===== config.mk =====
export PLATFORM = sky130hd
export DESIGN_NAME = run_length_text_encoder
export DESIGN_NICKNAME = d
export VERILOG_FILES = /design/src/sv/rlte_pkg.sv /design/src/sv/rlte_front.sv /design/src/sv/rlte_queue.sv /design/src/sv/rlte_back.sv /design/src/sv/run_length_text_encoder.sv
export SDC_FILE = /design/constraint.sdc
export NUM_CORES = 1
export LEC_CHECK = 0
export BUFFER_PORTS_ARGS = -buffer_cell sky130_fd_sc_hd__buf_2
export CORE_ASPECT_RATIO = 0.5
export CORE_MARGIN = 2
export CORE_UTILIZATION = 69
export DETAILED_ROUTE_END_ITERATION = 12
export PLACE_DENSITY = 0.87
export SYNTH_ARGS = -nofsm -noshare
export SYNTH_HDL_FRONTEND = slang
export SYNTH_SLANG_ARGS = --single-unit

===== constraint.sdc =====
create_clock -name clock -period 14.1 [get_ports clock]
set_input_delay 0.705 -clock clock [delete_from_list [all_inputs] [get_ports clock]]
set_output_delay 0.705 -clock clock [all_outputs]
set_load 0.02 [all_outputs]

===== src/sv/rlte_pkg.sv =====
`default_nettype none
// ----------------------------------------------------------------------------
// rlte_pkg
// Shared types, character codes and decimal helpers for the run-length
// text encoder.
// ----------------------------------------------------------------------------
package rlte_pkg;

   // Default width of the run counter and depth of the run queue
   localparam int DEFAULT_COUNT_BITS = 16;
   localparam int DEFAULT_QUEUE_DEPTH = 2;

   // Widest run counter the encoder supports
   localparam int LEN_MAX_BITS = 16;

   // Decimal digit places of the widest counter
   localparam int NUM_DIGITS = 5;
   localparam int POS_BITS = $clog2(NUM_DIGITS);

   // Character codes of the compressed text
   localparam logic [7:0] CHAR_OPEN = 8'h28;
   localparam logic [7:0] CHAR_CLOSE = 8'h29;
   localparam logic [7:0] CHAR_ZERO = 8'h30;

   // Powers of ten, one per digit place
   localparam logic [16:0] POW10 [NUM_DIGITS] = '{
      17'd1, 17'd10, 17'd100, 17'd1000, 17'd10000
   };

   // Request and response payloads
   typedef struct packed {
      logic [7:0] in_byte;
      logic       in_last;
   } req_type;

   typedef struct packed {
      logic [7:0] out_byte;
      logic       item_done;
      logic       string_done;
   } rsp_type;

   // Run queue status seen by both ends
   typedef struct packed {
      logic full;
      logic empty;
   } queue_status_type;

   // Place of the leading digit of a nonzero value
   function automatic logic [POS_BITS-1:0] top_pos(input logic [LEN_MAX_BITS-1:0] v);
      logic [POS_BITS-1:0] p;
      p = '0;
      for (int k = 1; k < NUM_DIGITS; k++) begin
         if ({1'b0, v} >= POW10[k]) begin
            p = POS_BITS'(k);
         end
      end
      return p;
   endfunction

   // Decimal digit of v at place pos, given v below ten times that place
   function automatic logic [3:0] digit_at(input logic [LEN_MAX_BITS-1:0] v,
                                           input logic [POS_BITS-1:0] pos);
      logic [3:0] d;
      d = '0;
      for (int k = 1; k < 10; k++) begin
         if (32'({1'b0, v}) >= 32'(k) * 32'(POW10[pos])) begin
            d = 4'(k);
         end
      end
      return d;
   endfunction

   // Remainder after taking off the digit at place pos
   function automatic logic [LEN_MAX_BITS-1:0] digit_rest(input logic [LEN_MAX_BITS-1:0] v,
                                                          input logic [POS_BITS-1:0] pos);
      logic [3:0] d;
      d = digit_at(v, pos);
      return LEN_MAX_BITS'(32'(v) - 32'(d) * 32'(POW10[pos]));
   endfunction

endpackage
`default_nettype wire


===== src/sv/rlte_front.sv =====
`default_nettype none
// ----------------------------------------------------------------------------
// rlte_front
// Accepts request bytes, tracks the open run and queues every run that
// closes, up to two per request.
// ----------------------------------------------------------------------------
module rlte_front import rlte_pkg::*; #(
   parameter int LEN_BITS = LEN_MAX_BITS,
   parameter int ENTRY_BITS = 2 * (8 + LEN_BITS) + 2
) (
   input  wire                   clock,
   input  wire                   reset,
   input  wire                   push,
   output logic                  full,
   input  req_type               req_data,
   input  queue_status_type      q_status,
   output logic                  q_wr,
   output logic [ENTRY_BITS-1:0] q_data
);

   typedef struct packed {
      logic                last;
      logic                has_b;
      logic [7:0]          char_b;
      logic [LEN_BITS-1:0] len_b;
      logic [7:0]          char_a;
      logic [LEN_BITS-1:0] len_a;
   } entry_type;

   localparam logic [LEN_BITS-1:0] MAX_COUNT = {LEN_BITS{1'b1}};

   logic [7:0]          run_char_ff, run_char_in;
   logic [LEN_BITS-1:0] run_len_ff, run_len_in;
   logic                run_open_ff, run_open_in;

   logic                accept;
   logic                same;
   logic [LEN_BITS-1:0] len_new;
   logic                close_now;
   entry_type           entry;

   assign full = q_status.full;
   assign accept = push && !q_status.full;

   // Extend the open run or start a new one, and close runs that end
   always_comb begin
      same = run_open_ff && (req_data.in_byte == run_char_ff);
      len_new = same ? (run_len_ff + LEN_BITS'(1)) : LEN_BITS'(1);
      close_now = (len_new == MAX_COUNT) || req_data.in_last;

      entry = '0;
      entry.last = req_data.in_last;
      if (!same && run_open_ff) begin
         entry.char_a = run_char_ff;
         entry.len_a = run_len_ff;
         entry.has_b = close_now;
         entry.char_b = req_data.in_byte;
         entry.len_b = LEN_BITS'(1);
      end else begin
         entry.char_a = req_data.in_byte;
         entry.len_a = len_new;
      end

      q_wr = accept && ((!same && run_open_ff) || close_now);
      q_data = entry;

      run_char_in = run_char_ff;
      run_len_in = run_len_ff;
      run_open_in = run_open_ff;
      if (accept) begin
         run_char_in = req_data.in_byte;
         run_len_in = close_now ? '0 : len_new;
         run_open_in = !close_now;
      end
   end

   // Hold the run state
   always_ff @(posedge clock) begin
      if (reset) begin
         run_char_ff <= '0;
         run_len_ff <= '0;
         run_open_ff <= 1'b0;
      end else begin
         run_char_ff <= run_char_in;
         run_len_ff <= run_len_in;
         run_open_ff <= run_open_in;
      end
   end

endmodule
`default_nettype wire


===== src/sv/rlte_queue.sv =====
`default_nettype none
// ----------------------------------------------------------------------------
// rlte_queue
// Short queue of closed runs between the front and the back.
// ----------------------------------------------------------------------------
module rlte_queue import rlte_pkg::*; #(
   parameter int DEPTH = DEFAULT_QUEUE_DEPTH,
   parameter int WIDTH = 2 * (8 + LEN_MAX_BITS) + 2
) (
   input  wire               clock,
   input  wire               reset,
   input  wire               wr_en,
   input  wire  [WIDTH-1:0]  wr_data,
   input  wire               rd_en,
   output logic [WIDTH-1:0]  rd_data,
   output queue_status_type  status
);

   localparam int PTR_BITS = (DEPTH > 1) ? $clog2(DEPTH) : 1;
   localparam int CNT_BITS = $clog2(DEPTH + 1);

   logic [WIDTH-1:0]    slot_ff [DEPTH];
   logic [PTR_BITS-1:0] wr_ptr_ff, wr_ptr_in;
   logic [PTR_BITS-1:0] rd_ptr_ff, rd_ptr_in;
   logic [CNT_BITS-1:0] count_ff, count_in;
   logic                do_wr, do_rd;

   assign status.full = (count_ff == CNT_BITS'(DEPTH));
   assign status.empty = (count_ff == '0);
   assign rd_data = slot_ff[rd_ptr_ff];

   // Advance pointers and count
   always_comb begin
      do_wr = wr_en && !status.full;
      do_rd = rd_en && !status.empty;
      wr_ptr_in = wr_ptr_ff;
      rd_ptr_in = rd_ptr_ff;
      if (do_wr) begin
         wr_ptr_in = (wr_ptr_ff == PTR_BITS'(DEPTH - 1)) ? '0 : wr_ptr_ff + PTR_BITS'(1);
      end
      if (do_rd) begin
         rd_ptr_in = (rd_ptr_ff == PTR_BITS'(DEPTH - 1)) ? '0 : rd_ptr_ff + PTR_BITS'(1);
      end
      count_in = count_ff + CNT_BITS'(do_wr) - CNT_BITS'(do_rd);
   end

   always_ff @(posedge clock) begin
      if (reset) begin
         wr_ptr_ff <= '0;
         rd_ptr_ff <= '0;
         count_ff <= '0;
      end else begin
         wr_ptr_ff <= wr_ptr_in;
         rd_ptr_ff <= rd_ptr_in;
         count_ff <= count_in;
      end
   end

   // Store the written run
   always_ff @(posedge clock) begin
      if (do_wr) begin
         slot_ff[wr_ptr_ff] <= wr_data;
      end
   end

   a_count_bound: assert property (@(posedge clock) disable iff (reset)
      count_ff <= CNT_BITS'(DEPTH))
      else $error("run queue count beyond depth");

   a_no_write_full: assert property (@(posedge clock) disable iff (reset)
      !(wr_en && status.full))
      else $error("run queue written while full");

endmodule
`default_nettype wire


===== src/sv/rlte_back.sv =====
`default_nettype none
// ----------------------------------------------------------------------------
// rlte_back
// Takes closed runs from the queue and spells each out into the response
// register, one byte a cycle while that register is empty or being popped.
// ----------------------------------------------------------------------------
module rlte_back import rlte_pkg::*; #(
   parameter int LEN_BITS = LEN_MAX_BITS,
   parameter int ENTRY_BITS = 2 * (8 + LEN_BITS) + 2
) (
   input  wire                   clock,
   input  wire                   reset,
   input  wire  [ENTRY_BITS-1:0] q_data,
   input  queue_status_type      q_status,
   output logic                  q_rd,
   output rsp_type               rsp_data,
   output logic                  empty,
   input  wire                   pop
);

   typedef struct packed {
      logic                last;
      logic                has_b;
      logic [7:0]          char_b;
      logic [LEN_BITS-1:0] len_b;
      logic [7:0]          char_a;
      logic [LEN_BITS-1:0] len_a;
   } entry_type;

   typedef enum logic [2:0] {
      P_IDLE,
      P_CHAR,
      P_OPEN,
      P_DIGIT,
      P_CLOSE
   } phase_type;

   phase_type           phase_ff, phase_in;
   entry_type           entry_ff, entry_in;
   logic                sel_ff, sel_in;
   logic [POS_BITS-1:0] pos_ff, pos_in;
   logic [LEN_BITS-1:0] rem_ff, rem_in;
   rsp_type             out_ff, out_in;
   logic                out_valid_ff, out_valid_in;

   logic                    out_free;
   logic                    load;
   logic                    run_done;
   logic [7:0]              cur_char;
   logic [LEN_BITS-1:0]     cur_len;
   logic [LEN_MAX_BITS-1:0] rem_wide;

   assign empty = !out_valid_ff;
   assign rsp_data = out_ff;
   assign q_rd = load && !q_status.empty;

   // Step through character, bracket, digits and bracket of the current run (only the character for a run of one)
   always_comb begin
      out_free = !out_valid_ff || pop;
      cur_char = sel_ff ? entry_ff.char_b : entry_ff.char_a;
      cur_len = sel_ff ? entry_ff.len_b : entry_ff.len_a;
      rem_wide = LEN_MAX_BITS'(rem_ff);

      phase_in = phase_ff;
      entry_in = entry_ff;
      sel_in = sel_ff;
      pos_in = pos_ff;
      rem_in = rem_ff;
      out_in = out_ff;
      out_valid_in = out_valid_ff && !pop;
      load = 1'b0;
      run_done = 1'b0;

      if (phase_ff == P_IDLE) begin
         load = 1'b1;
      end else if (out_free) begin
         out_valid_in = 1'b1;
         out_in.item_done = 1'b0;
         out_in.string_done = 1'b0;
         case (phase_ff)
            P_CHAR: begin
               out_in.out_byte = cur_char;
               if (cur_len > LEN_BITS'(1)) begin
                  phase_in = P_OPEN;
               end else begin
                  run_done = 1'b1;
               end
            end
            P_OPEN: begin
               out_in.out_byte = CHAR_OPEN;
               phase_in = P_DIGIT;
               pos_in = top_pos(LEN_MAX_BITS'(cur_len));
               rem_in = cur_len;
            end
            P_DIGIT: begin
               out_in.out_byte = CHAR_ZERO + 8'(digit_at(rem_wide, pos_ff));
               rem_in = LEN_BITS'(digit_rest(rem_wide, pos_ff));
               if (pos_ff == '0) begin
                  phase_in = P_CLOSE;
               end else begin
                  pos_in = pos_ff - POS_BITS'(1);
               end
            end
            P_CLOSE: begin
               out_in.out_byte = CHAR_CLOSE;
               run_done = 1'b1;
            end
            default: begin
               out_valid_in = out_valid_ff && !pop;
               phase_in = P_IDLE;
            end
         endcase

         // Move to the second run or finish the request
         if (run_done) begin
            if (!sel_ff && entry_ff.has_b) begin
               sel_in = 1'b1;
               phase_in = P_CHAR;
            end else begin
               out_in.item_done = 1'b1;
               out_in.string_done = entry_ff.last;
               phase_in = P_IDLE;
               load = 1'b1;
            end
         end
      end

      // Fetch the next queued request
      if (load && !q_status.empty) begin
         entry_in = q_data;
         sel_in = 1'b0;
         phase_in = P_CHAR;
      end
   end

   always_ff @(posedge clock) begin
      if (reset) begin
         phase_ff <= P_IDLE;
         out_valid_ff <= 1'b0;
      end else begin
         phase_ff <= phase_in;
         out_valid_ff <= out_valid_in;
      end
      entry_ff <= entry_in;
      sel_ff <= sel_in;
      pos_ff <= pos_in;
      rem_ff <= rem_in;
      out_ff <= out_in;
   end

   a_digit_range: assert property (@(posedge clock) disable iff (reset)
      (phase_ff == P_DIGIT) |-> (32'(rem_ff) < 32'd10 * 32'(POW10[pos_ff])))
      else $error("remainder too large for digit place");

endmodule
`default_nettype wire


===== src/sv/run_length_text_encoder.sv =====
`default_nettype none
// ----------------------------------------------------------------------------
// run_length_text_encoder
// Run-length encoder for text: a run of one byte is passed through, a longer
// run becomes the byte, '(', its decimal length and ')'.
// ----------------------------------------------------------------------------
// A request is taken every cycle while the run queue has room; requests that
// close no run cost nothing downstream. The back end spells out one response
// byte per cycle from its output register while that register is empty or
// being popped. A closed run of length 1 gives one byte, a longer run gives 3
// plus its digit count, and a request that closes two runs gives the sum of both.
// After the back end has gone idle, the first queued run is fetched in its
// idle state before its first byte is spelled. Full rises when the
// QUEUE_DEPTH-entry run queue fills. Runs are capped at 2^COUNT_BITS - 1 bytes
// (COUNT_BITS clamped to 2..16); a run reaching the cap is flushed at once.
module run_length_text_encoder import rlte_pkg::*; #(
   parameter int COUNT_BITS = DEFAULT_COUNT_BITS,
   parameter int QUEUE_DEPTH = DEFAULT_QUEUE_DEPTH
) (
   input  wire      clock,
   input  wire      reset,
   input  wire      push,
   output logic     full,
   input  req_type  req_data,
   output logic     empty,
   input  wire      pop,
   output rsp_type  rsp_data
);

   localparam int LEN_BITS = (COUNT_BITS < 2) ? 2 :
                             ((COUNT_BITS > LEN_MAX_BITS) ? LEN_MAX_BITS : COUNT_BITS);
   localparam int ENTRY_BITS = 2 * (8 + LEN_BITS) + 2;

   queue_status_type      q_status;
   logic                  q_wr;
   logic                  q_rd;
   logic [ENTRY_BITS-1:0] q_wr_data;
   logic [ENTRY_BITS-1:0] q_rd_data;

   // Classify requests and queue closed runs
   rlte_front #(
      .LEN_BITS   (LEN_BITS),
      .ENTRY_BITS (ENTRY_BITS)
   ) u_front (
      .clock    (clock),
      .reset    (reset),
      .push     (push),
      .full     (full),
      .req_data (req_data),
      .q_status (q_status),
      .q_wr     (q_wr),
      .q_data   (q_wr_data)
   );

   rlte_queue #(
      .DEPTH (QUEUE_DEPTH),
      .WIDTH (ENTRY_BITS)
   ) u_queue (
      .clock   (clock),
      .reset   (reset),
      .wr_en   (q_wr),
      .wr_data (q_wr_data),
      .rd_en   (q_rd),
      .rd_data (q_rd_data),
      .status  (q_status)
   );

   // Spell out runs into responses
   rlte_back #(
      .LEN_BITS   (LEN_BITS),
      .ENTRY_BITS (ENTRY_BITS)
   ) u_back (
      .clock    (clock),
      .reset    (reset),
      .q_data   (q_rd_data),
      .q_status (q_status),
      .q_rd     (q_rd),
      .rsp_data (rsp_data),
      .empty    (empty),
      .pop      (pop)
   );

   a_string_end: assert property (@(posedge clock) disable iff (reset)
      (!empty && rsp_data.string_done) |-> rsp_data.item_done)
      else $error("string end without request end");

endmodule
`default_nettype wire

==> results.toml <==
[worst_setup_path]
r2r_slack_ps = 4660
cp-start-kind = "register"
cp_slowest_stage_delay_ps = 590
crit_top_cell = "ha_1"
end_kind = "register"
crit_slowest_cell = "a211oi_1"
cp_data_required_time_ps = 14220
worstPathMaxFanout = 9
crit_arrival_ps = 9560
crit_type = "register to register"

[sta]
skew_ps = 6.91
rsz0062_at_grt = "no"
period_needed_ps = 9440
finalHoldViolations = 0
worstMarginPinSlew_ps = 1270
setup_viol = 0
tns_ps = 0
relSlewSlack_pct = 15.2
finalCritPeriodShare_pct = 66.9
setup_slack_ps = 4660
timing.fmax_ghz = 0.106
slew_viol_final = 0

[yosys]
synth.distinct_cells = 68
syn_area_um2 = 12400
syn_inst = 1268
synth_seq_cells = 168
synthArstFlopShare_pct = 0
synth_commonest_cells = "ha_1, edfxtp_1, inv_1, nand2_1, nor2_1"
synthMostInstantiatedCell = "ha_1"
synth_area_per_cell_um2 = 9.81
yosys_warnings = 0
synth_ff_type = "edfxtp_1"
synth_top_area_cell = "edfxtp_1"
ys_seq_area_share_pct = 37.8
synth.area.top_cells = "edfxtp_1, ha_1, fa_1, dfxtp_1, inv_1"
synth_top_area_share_pct = 32.3
synth_edf_count = 134

[routing]
drtAntennaViolNets = 0
drt_iter0_drc = 901
vias = 9694
wl_per_cell_um = 19.7
drc = 0
wl_um = 30200
viasPerCell = 6.32
firstDrtPassIters = 5

[power_and_ir_drop]
p_clk_share_pct = 15.3
ir_worst_vdd_mv = 0.179
p_sw_share_pct = 45.2
pwr_density_cell_nw_per_um2 = 231
p_leak_nw = 5.64
switchingPower_mw = 1.40
seq_power_share_pct = 25.8
internal_power_mw = 1.69
combPwrFrac_pct = 58.9

[clock_tree]
postCtsHoldBufs = 0
cts_root_buf = "clkbuf_16"
cts_tree = "done"
cts.repair.resized = 0
clk_pin_slew_ps = 60
post-cts-setup-buffers = 0
clk_latency_ps = 420
clock_path_buffers = 2
cts_made_buffers = 17
h-tree-depth = 4
cts.sinks = 168

[global_route]
grt-ovfl-total = 0
grt_max_degree = 42
grtUsageTotal_pct = 32.5
grt_pass1_wl_um = 49200
antenna_found_initial = 0
grt_pass1_vias = 9770

[final_layout]
diodes = 0
nets = 1484
drive_gt1_share_pct = 9.08
areaGrowthSynthToFinish_pct = 7.67

[placement]
dp_slack_ps = 4940
port_buffers = 24
place.gp.congestion = 0.999
hpwl_um = 21900

[die]
dieHeight_um = 99.0
row_count = 34
initial_utilization_pct = 71.0
coreArea_um2 = 17500
die_area_um2 = 19200
die_w_um = 194
ioPinCount = 25

[outcome]
status = "completed"

[run]
timing.max_cap.violations = 0

[hold_path]
hold_class = "register to register"
[state kept, by name, indices dropped and copies added (netlist names)]
signal               flops
u_back.entry_ff         35
u_back.out_valid_ff      1
u_back.phase_ff          3
u_back.pos_ff            3
u_back.rem_ff           16
u_back.rsp_data         10
u_back.sel_ff            1
u_front.run_char_ff      8
u_front.run_len_ff      16
u_front.run_open_ff      1
u_queue.count_ff         2
u_queue.rd_ptr_ff        1
u_queue.slot_ff         70
u_queue.wr_ptr_ff        1
[worst paths after layout]
| check | start | to | depth (start not counted) |
|---|---|---|---|
| worst max-delay path | u_back.pos_ff[0] | u_back.rem_ff[14] | 34 |
| worst min-delay path | u_front.run_len_ff[11] | u_front.run_len_ff[11] | 2 |
| worst max register to register | u_back.pos_ff[0] | u_back.rem_ff[14] | 34 |
| worst min register to register | u_front.run_len_ff[11] | u_front.run_len_ff[11] | 2 |
[cells in the final DEF (no fill, tap or decap), drive strengths merged, types with 17 or more instances in the layout]
cell | Yosys | routed
inv | 126 | 132
buf | 6 | 33
mux2 | 35 | 35
xnor2 | 28 | 28
nor2b | 20 | 20
o21ai | 62 | 62
nand2b | 18 | 18
fa | 35 | 35
edfxtp | 134 | 134
ha | 150 | 150
nor3 | 22 | 22
nand3 | 17 | 17
a21o | 22 | 22
xor2 | 32 | 32
dfxtp | 34 | 34
nor2 | 87 | 87
a21oi | 83 | 83
clkbuf | 36 | 21
or3 | 19 | 19
nand2 | 116 | 116
[power groups by stage]
stage | sequential [mW] | combinational (mW) | clock [mW]
floorplan | 0.778 | 1.30 | 0
global placement | 0.792 | 1.67 | 0
detailed placement | 0.801 | 1.74 | 0
CTS | 0.793 | 1.79 | 0.475
global route | 0.808 | 2.01 | 0.492
finish | 0.798 | 1.82 | 0.474
[critical path: cells and delay by family (launching register included)]
kind / cells / cell delay (ps)
AND/OR/NAND/NOR: 4 / 790
flip-flops: 1 / 560
AO/OA/AOI/OAI: 16 / 3950
adder cells (fa/ha/maj): 8 / 2870
XOR/XNOR: 1 / 170
buffers and inverters: 5 / 790
[layout make-up]
cell class / count / area [um^2]
Clock buffer: 21 / 470
Clock inverter: 11 / 135
Fill cell: 1140 / 4130
Inverter: 127 / 477
Multi-Input combinational cell: 939 / 7130
Sequential cell: 168 / 4700
Tap cell: 234 / 293
Timing Repair Buffer: 33 / 188
[through the flow]
stage | std cells | power (mW) | util [%] | instance area (um^2) | hold WS [ps]
2_1_floorplan | 1276 | 2.08 | - | 12500 | 454
3_3_place_gp | 1501 | 2.46 | 73.0 | 12800 | 467
3_5_place_dp | 1501 | 2.54 | 73.0 | 12800 | 470
4_1_cts | 1533 | 3.06 | 76.4 | 13400 | 479
5_1_grt | 1533 | 3.31 | 76.4 | 13400 | 515
6_report | 1533 | 3.09 | 76.4 | 13400 | 483
[kinds of logic (layout without fill, tap and decap cells)]
kind of cell | count (synthesis) | count (layout) | synth area share [%]
AND/OR/NAND/NOR | 386 | 386 | 15.4
AO/OA/AOI/OAI | 256 | 256 | 12.9
adder cells (fa/ha/maj) | 185 | 185 | 20.7
buffers and inverters | 169 | 192 | 5.21
flip-flops | 168 | 168 | 37.8
XOR/XNOR | 60 | 60 | 4.22
multiplexers | 42 | 42 | 3.73
other | 2 | 10 | 0.0604
[routing by layer]
layer | up-vias | track usage [%] | part of all wire (%)
li1 | 4529 | - | -
met1 | 4577 | 41.2 | 41
met2 | 487 | 55.3 | 47
met3 | 101 | 5.68 | 8.3
met4 | 0 | 15.0 | 3.9
met5 | - | 0 | 0
Power figures use the tool's default switching activity.
